<file path="config.mk">
export PLATFORM = sky130hd
export DESIGN_NAME = char_lcd_4bit_sequencer_core_flat
export DESIGN_NICKNAME = d
export VERILOG_FILES = /design/src/rtl/clcd_pkg.sv /design/src/rtl/clcd_req_if.sv /design/src/rtl/clcd_strobe_if.sv /design/src/rtl/clcd_ctrl.sv /design/src/rtl/clcd_datapath.sv /design/src/rtl/char_lcd_4bit_sequencer_core.sv /design/src/flat_wrapper.sv
export SDC_FILE = /design/constraint.sdc
export NUM_CORES = 1
export LEC_CHECK = 0
export BUFFER_PORTS_ARGS = -buffer_cell sky130_fd_sc_hd__buf_2
export CORE_AREA = 2 2 49 51
export DETAILED_ROUTE_END_ITERATION = 8
export DIE_AREA = 0 0 51 53
export PLACE_DENSITY = 0.79
export SLEW_MARGIN = 10
export SYNTH_ARGS = -nofsm -noshare
export SYNTH_HDL_FRONTEND = slang
export SYNTH_SLANG_ARGS = --single-unit
</file>
<file path="constraint.sdc">
create_clock -name clk -period 2.85 [get_ports clk]
set_input_delay 0.1425 -clock clk [delete_from_list [all_inputs] [get_ports clk]]
set_output_delay 0.1425 -clock clk [all_outputs]
set_load 0.02 [all_outputs]
</file>
<file path="src/rtl/clcd_pkg.sv">
// Shared types, codes and the power-up init strobe table of the character display sequencer.
package clcd_pkg;

	typedef enum logic [2:0] {
		REQ_CMD   = 3'd0,
		REQ_DATA  = 3'd1,
		REQ_CURSOR = 3'd2,
		REQ_CLEAR = 3'd3,
		REQ_INIT  = 3'd4
	} req_code_t;

	localparam logic [2:0] WAIT_NONE       = 3'd0;
	localparam logic [2:0] WAIT_INIT_LONG  = 3'd1;
	localparam logic [2:0] WAIT_INIT_SHORT = 3'd2;
	localparam logic [2:0] WAIT_CMD        = 3'd3;
	localparam logic [2:0] WAIT_CLEAR      = 3'd4;

	localparam logic [7:0] CMD_CLEAR      = 8'h01;
	localparam logic [7:0] CMD_FUNC_SET   = 8'h28;
	localparam logic [7:0] CMD_HOME_ADDR  = 8'h80;
	localparam logic [7:0] CMD_DISPLAY_ON = 8'h0F;
	localparam logic [7:0] CMD_ENTRY_MODE = 8'h06;
	localparam logic [7:0] ROW2_BASE      = 8'h40;
	localparam logic [7:0] SET_ADDR_BIT   = 8'h80;

	localparam logic [3:0] WAKE_NIBBLE  = 4'h3;
	localparam logic [3:0] MODE4_NIBBLE = 4'h2;

	localparam int STEP_W = 4;
	localparam logic [STEP_W-1:0] BYTE_LAST_STEP = 4'd1;
	localparam logic [STEP_W-1:0] INIT_LAST_STEP = 4'd13;

	typedef enum logic [0:0] {
		ST_IDLE = 1'b0,
		ST_RUN  = 1'b1
	} state_t;

	typedef struct packed {
		logic [3:0] nibble;
		logic       reg_select;
		logic       power_on_wait;
		logic [2:0] wait_after;
		logic       last;
	} strobe_t;

	// Controller to datapath.
	typedef struct packed {
		logic              load;
		logic [STEP_W-1:0] step;
	} dp_cmd_t;

	// Datapath to controller.
	typedef struct packed {
		logic req_ok;
		logic last;
	} dp_status_t;

	function automatic strobe_t init_strobe(input logic [STEP_W-1:0] step);
		strobe_t s;
		s = '{nibble: WAKE_NIBBLE, reg_select: 1'b0, power_on_wait: 1'b0,
		      wait_after: WAIT_INIT_SHORT, last: 1'b0};
		case (step)
			4'd0: begin
				s.power_on_wait = 1'b1;
				s.wait_after    = WAIT_INIT_LONG;
			end
			4'd1, 4'd2: s.nibble = WAKE_NIBBLE;
			4'd3: s.nibble = MODE4_NIBBLE;
			4'd4: begin
				s.nibble = CMD_FUNC_SET[7:4];
				s.wait_after = WAIT_NONE;
			end
			4'd5: begin
				s.nibble = CMD_FUNC_SET[3:0];
				s.wait_after = WAIT_CMD;
			end
			4'd6: begin
				s.nibble = CMD_CLEAR[7:4];
				s.wait_after = WAIT_NONE;
			end
			4'd7: begin
				s.nibble = CMD_CLEAR[3:0];
				s.wait_after = WAIT_CLEAR;
			end
			4'd8: begin
				s.nibble = CMD_HOME_ADDR[7:4];
				s.wait_after = WAIT_NONE;
			end
			4'd9: begin
				s.nibble = CMD_HOME_ADDR[3:0];
				s.wait_after = WAIT_CMD;
			end
			4'd10: begin
				s.nibble = CMD_DISPLAY_ON[7:4];
				s.wait_after = WAIT_NONE;
			end
			4'd11: begin
				s.nibble = CMD_DISPLAY_ON[3:0];
				s.wait_after = WAIT_CMD;
			end
			4'd12: begin
				s.nibble = CMD_ENTRY_MODE[7:4];
				s.wait_after = WAIT_NONE;
			end
			4'd13: begin
				s.nibble = CMD_ENTRY_MODE[3:0];
				s.wait_after = WAIT_CMD;
				s.last = 1'b1;
			end
			default: begin
				s.nibble = '0;
				s.wait_after = WAIT_NONE;
				s.last = 1'b1;
			end
		endcase
		return s;
	endfunction

endpackage

</file>
<file path="src/rtl/clcd_req_if.sv">
// Request channel of the character display sequencer.
interface clcd_req_if;
	logic       valid;
	logic       ready;
	logic [2:0] req_type;
	logic [7:0] data_byte;
	logic [4:0] position;

	modport source(output valid, output req_type, output data_byte, output position,
		input ready);
	modport sink(input valid, input req_type, input data_byte, input position,
		output ready);
endinterface

</file>
<file path="src/rtl/clcd_strobe_if.sv">
// Strobe channel of the character display sequencer: one item per enable strobe.
interface clcd_strobe_if;
	logic       valid;
	logic       ready;
	logic [3:0] nibble;
	logic       reg_select;
	logic       power_on_wait;
	logic [2:0] wait_after;
	logic       last;

	modport source(output valid, output nibble, output reg_select, output power_on_wait,
		output wait_after, output last, input ready);
	modport sink(input valid, input nibble, input reg_select, input power_on_wait,
		input wait_after, input last, output ready);
endinterface

</file>
<file path="src/rtl/clcd_ctrl.sv">
// Controller: takes a request, then steps through its strobes one per taken output.
module clcd_ctrl
	import clcd_pkg::*;
(
	input  logic       clk,
	input  logic       arst_n,
	input  logic       req_valid,
	output logic       req_ready,
	output logic       out_valid,
	input  logic       out_ready,
	input  dp_status_t status,
	output dp_cmd_t    cmd
);

	state_t            state_q, state_d;
	logic [STEP_W-1:0] step_q, step_d;

	always_ff @(posedge clk or negedge arst_n) begin
		if (!arst_n) begin
			state_q <= ST_IDLE;
			step_q  <= '0;
		end else begin
			state_q <= state_d;
			step_q  <= step_d;
		end
	end

	always_comb begin
		state_d   = state_q;
		step_d    = step_q;
		req_ready = 1'b0;
		out_valid = 1'b0;
		cmd.load  = 1'b0;
		cmd.step  = step_q;
		case (state_q)
			ST_IDLE: begin
				req_ready = 1'b1;
				// Unused request codes are taken and dropped without any strobe.
				if (req_valid && status.req_ok) begin
					cmd.load = 1'b1;
					step_d   = '0;
					state_d  = ST_RUN;
				end
			end
			ST_RUN: begin
				out_valid = 1'b1;
				if (out_ready) begin
					if (status.last) begin
						state_d = ST_IDLE;
					end else begin
						step_d = step_q + 1'b1;
					end
				end
			end
			default: state_d = ST_IDLE;
		endcase
	end

endmodule

</file>
<file path="src/rtl/clcd_datapath.sv">
// Datapath: latches the request, forms the byte to send and builds each strobe.
module clcd_datapath
	import clcd_pkg::*;
#(
	parameter int COLUMNS = 16
) (
	input  logic       clk,
	input  logic [2:0] req_type,
	input  logic [7:0] data_byte,
	input  logic [4:0] position,
	input  dp_cmd_t    cmd,
	output dp_status_t status,
	output strobe_t    strobe
);

	localparam logic [5:0] COLS = 6'(COLUMNS);

	logic       init_q;
	logic       clear_q;
	logic       rs_q;
	logic [7:0] byte_q;
	logic [7:0] byte_d;
	logic [7:0] addr;
	strobe_t    byte_strobe;

	// Second-row cells count up from the row base; the sum is kept to 8 bits.
	always_comb begin
		if ({1'b0, position} >= COLS) begin
			addr = ROW2_BASE + 8'(position) - 8'(COLS);
		end else begin
			addr = 8'(position);
		end
	end

	always_comb begin
		case (req_type)
			REQ_CURSOR: byte_d = addr | SET_ADDR_BIT;
			REQ_CLEAR:  byte_d = CMD_CLEAR;
			default:    byte_d = data_byte;
		endcase
	end

	assign status.req_ok = (req_type == REQ_CMD) || (req_type == REQ_DATA)
		|| (req_type == REQ_CURSOR) || (req_type == REQ_CLEAR) || (req_type == REQ_INIT);

	always_ff @(posedge clk) begin
		if (cmd.load) begin
			init_q  <= (req_type == REQ_INIT);
			clear_q <= (req_type == REQ_CLEAR);
			rs_q    <= (req_type == REQ_DATA);
			byte_q  <= byte_d;
		end
	end

	always_comb begin
		byte_strobe.reg_select    = rs_q;
		byte_strobe.power_on_wait = 1'b0;
		if (cmd.step == BYTE_LAST_STEP) begin
			byte_strobe.nibble     = byte_q[3:0];
			byte_strobe.wait_after = clear_q ? WAIT_CLEAR : WAIT_NONE;
			byte_strobe.last       = 1'b1;
		end else begin
			byte_strobe.nibble     = byte_q[7:4];
			byte_strobe.wait_after = WAIT_NONE;
			byte_strobe.last       = 1'b0;
		end
	end

	assign strobe      = init_q ? init_strobe(cmd.step) : byte_strobe;
	assign status.last = strobe.last;

endmodule

</file>
<file path="src/rtl/char_lcd_4bit_sequencer_core.sv">
// A request is taken while idle; its first strobe is offered the next cycle.
// Throughput: one strobe per cycle while the sink takes them; a byte request sends
// 2 strobes, power-up init 14 strobes.
// A new request is taken only once the last strobe of the previous one has gone out.
// Reset: arst_n clears the controller to idle; no strobe is pending after reset.
// The request latch in the datapath holds no reset value.
module char_lcd_4bit_sequencer_core
	import clcd_pkg::*;
#(
	parameter int COLUMNS = 16
) (
	input  logic          clk,
	input  logic          arst_n,
	clcd_req_if.sink      req,
	clcd_strobe_if.source strobe
);

	dp_cmd_t    cmd;
	dp_status_t status;
	strobe_t    strobe_data;

	clcd_ctrl u_ctrl (
		.clk       (clk),
		.arst_n    (arst_n),
		.req_valid (req.valid),
		.req_ready (req.ready),
		.out_valid (strobe.valid),
		.out_ready (strobe.ready),
		.status    (status),
		.cmd       (cmd)
	);

	clcd_datapath #(
		.COLUMNS (COLUMNS)
	) u_datapath (
		.clk       (clk),
		.req_type  (req.req_type),
		.data_byte (req.data_byte),
		.position  (req.position),
		.cmd       (cmd),
		.status    (status),
		.strobe    (strobe_data)
	);

	assign strobe.nibble        = strobe_data.nibble;
	assign strobe.reg_select    = strobe_data.reg_select;
	assign strobe.power_on_wait = strobe_data.power_on_wait;
	assign strobe.wait_after    = strobe_data.wait_after;
	assign strobe.last          = strobe_data.last;

endmodule
</file>
<file path="src/flat_wrapper.sv">
// flat-port wrapper written by rule: the top's interface ports become plain ports
module char_lcd_4bit_sequencer_core_flat import clcd_pkg::*;
#(
	parameter int COLUMNS = 16
)
  (clk, arst_n, req_valid, req_req_type, req_data_byte, req_position, req_ready, strobe_valid, strobe_nibble, strobe_reg_select, strobe_power_on_wait, strobe_wait_after, strobe_last, strobe_ready);
  clcd_req_if req_i ();
  clcd_strobe_if strobe_i ();
  input  logic clk;
  input  logic arst_n;
  input wire logic [$bits(req_i.valid)-1:0] req_valid;
  input wire logic [$bits(req_i.req_type)-1:0] req_req_type;
  input wire logic [$bits(req_i.data_byte)-1:0] req_data_byte;
  input wire logic [$bits(req_i.position)-1:0] req_position;
  output wire logic [$bits(req_i.ready)-1:0] req_ready;
  output wire logic [$bits(strobe_i.valid)-1:0] strobe_valid;
  output wire logic [$bits(strobe_i.nibble)-1:0] strobe_nibble;
  output wire logic [$bits(strobe_i.reg_select)-1:0] strobe_reg_select;
  output wire logic [$bits(strobe_i.power_on_wait)-1:0] strobe_power_on_wait;
  output wire logic [$bits(strobe_i.wait_after)-1:0] strobe_wait_after;
  output wire logic [$bits(strobe_i.last)-1:0] strobe_last;
  input wire logic [$bits(strobe_i.ready)-1:0] strobe_ready;
  assign req_i.valid = req_valid;
  assign req_i.req_type = req_req_type;
  assign req_i.data_byte = req_data_byte;
  assign req_i.position = req_position;
  assign req_ready = req_i.ready;
  assign strobe_valid = strobe_i.valid;
  assign strobe_nibble = strobe_i.nibble;
  assign strobe_reg_select = strobe_i.reg_select;
  assign strobe_power_on_wait = strobe_i.power_on_wait;
  assign strobe_wait_after = strobe_i.wait_after;
  assign strobe_last = strobe_i.last;
  assign strobe_i.ready = strobe_ready;
  char_lcd_4bit_sequencer_core #(.COLUMNS(COLUMNS)) u_core (.clk(clk), .arst_n(arst_n), .req(req_i), .strobe(strobe_i));
endmodule
</file>
==> reports/results.tsv <==
metric	value	unit
clock slew at reported path FFs	0.09	ns
FF-to-FF setup slack	0.80	ns
CP Max Fanout	15	
Die Ht	53	µm
Ant. Diodes	0	
Final WS setup	0.552	ns
first-pass GRT wire length	3.83	mm
pwr dens	793	mW/mm²
area of the core	0.00215	mm²
GRT Total Usage	19.2	%
Initial Utilization	52.6	%
setup TNS	0	ns
status	completed	
maximum number of pins on one net before global-route repair	19	
Slew headroom	64.4	%
Post-Route WL	2.36	mm
Total Power	1.04	mW
ys flop type	edfxtp_1	
critical path arrival	2.16	ns
Final nets	176	
post-CTS setup buffers	0	
cts bufs inserted	3	
H-Tree Depth	1	
synthesized area	0.00113	mm²
Max Freq	0.435	GHz
Startpoint Class	flip-flop	
#FFs+latches synth	16	
Antenna Nets Post-Route	0	
CTS resizes	0	
Final Wtd Congestion	0.914	
Worst setup EP type	output pin	
DRT Pass-1 Iters	4	
placed cells	174	
Fillers	200	
FP Rows	17	
dpl ws	0.851	ns
yosys warns	0	
final core occ	61.3	%
Die X	51	µm
FF+latch area	455	µm²
I/O Pins	32	
EDFF count, synth	11	
unrepaired setup endpoints after global routing	false	
PortBufs	31	
Netlist cell types	40	
Avg Inst Size Synth	9.11	µm²
cts hold-fix bufs	1	
Syn Nets	148	
type of the most critical hold path	input port to flip-flop	
die area	0.00270	mm²
placed cell areas	0.00128	mm²
depth of the most critical reg-to-reg path	6	
DP Wirelength	1.83	mm
crit share post-route	80.6	%
post-route clock skew	0.00914	ns
Multi-input gate area	613	µm²
VDD IR max	0.000397	V
DR vias/cell	5.31	
Post-Layout Cell Count	179	
post-route cell area	0.00132	mm²
async set-reset flop share out of synthesis	31.3	%
Critical Path RT	2.71	ns
min Tclk post-route	2.30	ns
vias	951	
Max Slew Vio Count	0	
LEAKAGE	0.586	nW
max-cap check violation count	0	
Starting DRT DRC Count	20	
Synth Instances	124	
Worst Hold Slack	0.0622	ns
# DRC	0	
clock tree buffer depth	2	
total grt overflow	0	
initial antenna violation count	0	
reg2reg start	u_core.u_ctrl.step_q[0]	
post-synthesis sequential area ratio	40.3	%
drt wl/cell	13.2	µm
vias in the first global route	814	
final setup vio count	0	
CTS tree	yes	
share of cells above drive strength 1	24.5	%
Least-Margin Pin Slew	0.535	ns
crit path kind	flip-flop to output pin	
final hold vios	0	
CTS Root Cell	clkbuf_4	
most frequent cells in the layout	buf_2 (31), nand2_1 (14), o21ai_0 (11), edfxtp_1 (11), nor2_1 (8)	
hold depth	2	
Sinks on Clock Net	16	
Hold EP	u_core.u_ctrl.state_q	
Synth-to-Final Area Change	16.6	%
worst skew pair latency	0.28	ns
Reg2Reg Capture Point	u_core.u_ctrl.step_q[1]	
Hold Crit Start	strobe_ready	
most common cell after layout, fill and taps aside	buf_2	
==> cell type report <==
class                           instances  area share [%]
Multi-Input combinational cell         93            46.5
Tap cell                               28            2.66
Timing Repair Buffer                   32            12.5
Sequential cell                        16            34.6
Clock buffer                            4            1.99
Inverter                                6            1.71
==> registers in the layout (all words and copies together), names as in the netlist <==
signal                     cells
u_core.u_datapath.rs_q         1
u_core.u_ctrl.step_q           4
u_core.u_datapath.byte_q       8
u_core.u_datapath.clear_q      1
u_core.u_datapath.init_q       1
u_core.u_ctrl.state_q          1
==> layer usage <==
layer / part of all wire, % / global-route usage (%) / up-vias
li1: - / - / 498
met1: 47 / 26.7 / 429
met4: 0.68 / 8.11 / 0
met2: 48 / 30.1 / 22
met3: 3.9 / 2.54 / 2
met5: 0 / 0 / -
==> cell usage after synthesis (all sizes together) (2+ instances only) <==
| master | count | area (µm²) |
|---|---|---|
| mux2i | 6 | 60.1 |
| and2 | 4 | 25.0 |
| nor2b | 3 | 18.8 |
| a21oi | 6 | 30.0 |
| nor3 | 2 | 10.0 |
| buf | 3 | 15.0 |
| dfrtp | 5 | 125 |
| and3 | 2 | 12.5 |
| inv | 6 | 22.5 |
| nand2b | 5 | 31.3 |
| a211o | 2 | 17.5 |
| ha | 4 | 50.1 |
| edfxtp | 11 | 330 |
| nor3b | 2 | 15.0 |
| clkbuf | 6 | 23.8 |
| o21ai | 11 | 55.1 |
| a211oi | 2 | 27.5 |
| nand2 | 14 | 52.6 |
| o211ai | 2 | 15.0 |
| nand3 | 3 | 15.0 |
| nor2 | 8 | 30.0 |
==> critical path, cell delays in order, from the launching register on <==
cell,delay (ns)
dfrtp_1,0.56
nor2_1,0.41
and2_1,0.33
mux2i_1,0.29
o21ai_0,0.10
buf_2,0.18
==> worst max-delay path by stage <==
stage                                        from                       to  slack, ns  cells past startpoint
after floorplan           u_core.u_ctrl.step_q[0]  u_core.u_ctrl.step_q[1]       1.05                      6
after global placement    u_core.u_ctrl.step_q[0]  u_core.u_ctrl.step_q[1]       0.92                      6
after detailed placement  u_core.u_ctrl.step_q[0]  u_core.u_ctrl.step_q[1]       0.85                      6
after CTS                 u_core.u_ctrl.step_q[2]         strobe_nibble[3]       0.57                      5
after global routing      u_core.u_ctrl.step_q[2]         strobe_nibble[3]       0.42                      5
final                     u_core.u_ctrl.step_q[2]         strobe_nibble[3]       0.55                      5
==> kinds of logic after synthesis <==
group | count (synthesis) | share of synthesized area (%)
and+or+nand+nor | 51 | 25.2
AOI/OAI and AO/OA | 31 | 18.5
DFF | 16 | 40.3
buffers and inverters | 15 | 5.43
muxes | 6 | 5.32
adders and majority gates | 4 | 4.43
xor gates and xnor gates | 1 | 0.775
==> report_power, final <==
part	total [mW]	internal, mW	switching, mW	leakage (nW)
clock network	0.120	0.0543	0.0659	0.0150
logic	0.549	0.219	0.330	0.412
registers	0.375	0.296	0.0790	0.159
total	1.04	0.569	0.475	0.586
Power figures use the tool's default switching activity.
